==> src/sv/stfs_pkg.sv <==
package stfs_pkg;

  localparam int unsigned ValueW = 32;
  localparam int unsigned IndexW = 8;

  // Depth of the request queue between front and back.
  localparam int unsigned QDepth = 2;
  localparam int unsigned QPtrW  = $clog2(QDepth);
  localparam int unsigned QCntW  = $clog2(QDepth + 1);

  typedef enum logic [1:0] {
    OP_INSERT     = 2'd0,
    OP_FIND       = 2'd1,
    OP_REMOVE_VAL = 2'd2,
    OP_REMOVE_IDX = 2'd3
  } opcode_e;

  typedef enum logic [1:0] {
    ST_OK        = 2'd0,
    ST_NOT_FOUND = 2'd1,
    ST_FULL      = 2'd2,
    ST_RANGE     = 2'd3
  } status_e;

  typedef enum logic [1:0] {
    BK_IDLE,
    BK_START,
    BK_SCAN,
    BK_IDX
  } bk_state_e;

  typedef struct packed {
    opcode_e                  op;
    logic signed [ValueW-1:0] value;
    logic [IndexW-1:0]        slot_index;
  } cmd_t;

endpackage

==> src/sv/stfs_queue.sv <==
module stfs_queue (
  input  logic           clk_i,
  input  logic           rst_ni,
  input  logic           push_valid_i,
  output logic           push_ready_o,
  input  stfs_pkg::cmd_t push_cmd_i,
  output logic           pop_valid_o,
  input  logic           pop_i,
  output stfs_pkg::cmd_t pop_cmd_o
);
  import stfs_pkg::*;

  cmd_t             entry_q [QDepth];
  logic [QPtrW-1:0] wr_ptr_q, wr_ptr_d;
  logic [QPtrW-1:0] rd_ptr_q, rd_ptr_d;
  logic [QCntW-1:0] count_q, count_d;
  logic             do_push;
  logic             do_pop;

  assign push_ready_o = count_q != QCntW'(QDepth);
  assign pop_valid_o  = count_q != '0;
  assign pop_cmd_o    = entry_q[rd_ptr_q];
  assign do_push      = push_valid_i && push_ready_o;
  assign do_pop       = pop_i && pop_valid_o;

  always_comb begin
    wr_ptr_d = wr_ptr_q;
    rd_ptr_d = rd_ptr_q;
    count_d  = count_q;
    if (do_push) begin
      wr_ptr_d = (wr_ptr_q == QPtrW'(QDepth - 1)) ? '0 : wr_ptr_q + 1'b1;
    end
    if (do_pop) begin
      rd_ptr_d = (rd_ptr_q == QPtrW'(QDepth - 1)) ? '0 : rd_ptr_q + 1'b1;
    end
    if (do_push && !do_pop) begin
      count_d = count_q + 1'b1;
    end else if (do_pop && !do_push) begin
      count_d = count_q - 1'b1;
    end
  end

  always_ff @(posedge clk_i or negedge rst_ni) begin
    if (!rst_ni) begin
      wr_ptr_q <= '0;
      rd_ptr_q <= '0;
      count_q  <= '0;
    end else begin
      wr_ptr_q <= wr_ptr_d;
      rd_ptr_q <= rd_ptr_d;
      count_q  <= count_d;
    end
  end

  always_ff @(posedge clk_i) begin
    if (do_push) begin
      entry_q[wr_ptr_q] <= push_cmd_i;
    end
  end

endmodule

==> config.mk <==
export PLATFORM = sky130hd
export DESIGN_NAME = stfs_queue
export DESIGN_NICKNAME = d
export VERILOG_FILES = /design/src/sv/stfs_pkg.sv /design/src/sv/stfs_queue.sv
export SDC_FILE = /design/constraint.sdc
export NUM_CORES = 1
export LEC_CHECK = 0
export BUFFER_PORTS_ARGS = -buffer_cell sky130_fd_sc_hd__buf_2
export CORE_MARGIN = 2
export CORE_UTILIZATION = 47
export CTS_CLUSTER_DIAMETER = 50
export DETAILED_ROUTE_END_ITERATION = 16
export PLACE_DENSITY = 0.82
export SLEW_MARGIN = 20
export SYNTH_ARGS = -nofsm -noshare
export SYNTH_HDL_FRONTEND = slang
export SYNTH_SLANG_ARGS = --single-unit
==> constraint.sdc <==
create_clock -name clk_i -period 2.7 [get_ports clk_i]
set_clock_uncertainty 0.05 [all_clocks]
set_input_delay 0.27 -clock clk_i [delete_from_list [all_inputs] [get_ports clk_i]]
set_output_delay 0.27 -clock clk_i [all_outputs]
set_load 0.01 [all_outputs]
==> summary.md <==
| Metric | Value |
|---|---|
| Fillers | 578 |
| Share of cells above drive strength 1 | 60.2% |
| Leakage power | 1.70 nW |
| Clk_lat worst skew | 0.33 ns |
| Finish-stage setup viols | 0 |
| Syn Area/Cell | 23.0 µm² |
| Final Hold Slack | 0.0706 ns |
| Ranking of synthesized cells by area | edfxtp_1, mux2_4, dfrtp_1 |
| RSZ-0062 raised after global routing | false |
| DIE AREA | 7990 µm² |
| TritonCTS clock tree | built |
| Initial antenna violation count | 0 |
| CP endpoint kind | output port |
| Clock sink count | 88 |
| Share of the synthesized area in the top cell type | 73.6% |
| Final Hold Viols | 0 |
| FF-to-FF End | entry_q[0][8] |
| Reg-to-reg slack, setup | 0.96 ns |
| PortBufs | 89 |
| Most frequent cells in the layout | buf_2, edfxtp_1, mux2_4 |
| Max-Cap Viols | 0 |
| Post-CTS Setup Repair Bufs | 0 |
| Peak supply drop | 629 µV |
| #FFs+latches synth | 88 |
| Hold EP | entry_q[0][18] |
| Core Util, Final | 58.7% |
| Startpoint Class | register |
| Layout Cells excl Fill | 353 |
| Seq/Total Area, Yosys | 76.5% |
| Starting DRT DRC Count | 97 |
| Most common cell after layout, fill and taps aside | buf_2 |
| Final wirelength | 5410 µm |
| Grt ovf | 0 |
| Hold Crit Start | push_cmd_i[18] |
| Worst-path fanout max | 19 |
| PwrDens | 1060 nW/µm² |
| Setup CP Type | register to output port |
| Chip width | 89.4 µm |
| Final TNS setup | 0 ns |
| Largest net degree at the start of global routing | 43 |
| Vias in the first global route | 1588 |
| Slew @ Worst Pin | 0.584 ns |
| Vias per cell | 4.64 |
| Reg2Reg Launch Point | count_q[0] |
| RePlAce Congestion | 0.716 |
| DRT Pass-1 Iters | 3 |
| Critical Path RT | 2.38 ns |
| Syn-to-layout area delta | 22.3% |
| Synthesized Nets | 196 |
| Hold crit path type | primary input to register |
| Clock slew at reported path FFs | 0.08 ns |
| Outcome | completed |
| F_max | 459 MHz |
| Fin crit period | 2.18 ns |
| Tcrit/Tclk final | 80.7% |
| Post-Synthesis Cells | 149 |
| CTS buffer count | 9 |
| Yosys warning count | 0 |
| Antenna cells | 0 |
| Cell taking the most area after synthesis | edfxtp_1 |
| Slew HR | 61.1% |
| Dpl hpwl | 3710 µm |
| Die Height | 89.4 µm |
| DR WL/cell | 15.3 µm |
| First-pass GRT wire length | 7820 µm |
| Total core area | 7140 µm² |
| CTS max path bufs | 2 |
| Mapped cell area | 3430 µm² |
| Fin nets | 296 |
| IO Count | 90 |
| Cell depth of the worst flop-to-flop path | 4 |
| CP arrival | 1.86 ns |
| Unique cell type count in the Yosys netlist | 15 |
| Power consumption | 4.44 mW |
| DR DRC count | 0 |
| GRT Overall Usage | 13.7% |
| Final slew viol count | 0 |
| ANT nets after route | 0 |
| Hold path depth | 1 |
| Placed Instances | 336 |
| Root buffer cell | clkbuf_8 |
| Via count | 1639 |
| Cell Rows | 31 |
| Initial Util | 48.0% |
| CTS H-tree lvls | 3 |
## cells by family (layout without fill, tap and decap cells)
group / count (synthesis) / in the layout / share of synthesized area [%]
xor gates and xnor gates: 5 / 5 / 1.28
adders and majority gates: 1 / 1 / 0.365
and+or+nand+nor: 7 / 7 / 0.986
buffers and inverters: 6 / 111 / 2.77
DFF: 88 / 88 / 76.5
muxes: 42 / 42 / 18.1
## metal layers
metal | share of wire (%) | wire length, µm | track usage, % | up-vias
li1 | - | - | - | 776
met1 | 40 | 2150 | 15.6 | 814
met2 | 54 | 2930 | 24.2 | 43
met3 | 4.7 | 253 | 2.86 | 6
met4 | 1.4 | 78 | 6.92 | 0
met5 | 0 | 0 | 0 | -
## cell usage after synthesis
master	count
nand2b_1	1
nand2_1	2
buf_12	4
edfxtp_1	84
xor2_1	2
buf_6	1
mux2_2	3
ha_1	1
inv_1	1
or2_1	1
nor2_1	2
and3_1	1
mux2_4	39
dfrtp_1	4
xnor2_1	3
## cell type report
type                            count  area, µm²  area share, %
Inverter                            1       3.75         0.0896
Multi-Input combinational cell     55        718           17.1
Clock inverter                      6       83.8           2.00
Tap cell                           99        124           2.96
Sequential cell                    88       2620           62.6
Clock buffer                       10        128           3.04
Timing Repair Buffer               94        510           12.2
## power by group
part	total, mW	internal (mW)	switching (mW)
Clock	0.939	0.518	0.420
Sequential	2.04	1.87	0.167
Combinational	1.47	0.795	0.671
## what timing repair did
action / in CTS / in global routing
hold buffers: 1 / 0
gates resized for setup: 0 / 0
endpoints found under the hold margin: 4 / 0
## worst max-delay path: stages (launching register included)
cell and delay (ns):
dfrtp_2 0.75, buf_4 0.31, mux2_4 0.32, buf_2 0.14
## worst max-delay path by stage
stage	startpoint	to	slack [ns]
after floorplan	count_q[0]	entry_q[0][0]	0.44
after global placement	rd_ptr_q	pop_cmd_o[16]	0.91
after detailed placement	rd_ptr_q	pop_cmd_o[15]	0.87
after CTS	rd_ptr_q	pop_cmd_o[15]	0.50
after global routing	rd_ptr_q	pop_cmd_o[15]	0.45
final	rd_ptr_q	pop_cmd_o[15]	0.52
## flip-flops by register name, indices dropped and copies added (netlist names)
register	cells
count_q	2
wr_ptr_q	1
entry_q	84
rd_ptr_q	1
## per-stage QoR
stage	worst slack, ns	cell area (µm²)
global placement	0.907	3970
CTS	0.498	4190
detailed placement	0.866	3970
global route	0.453	4190
finish	0.522	4190
floorplan	0.437	3430
Power figures use the tool's default switching activity.
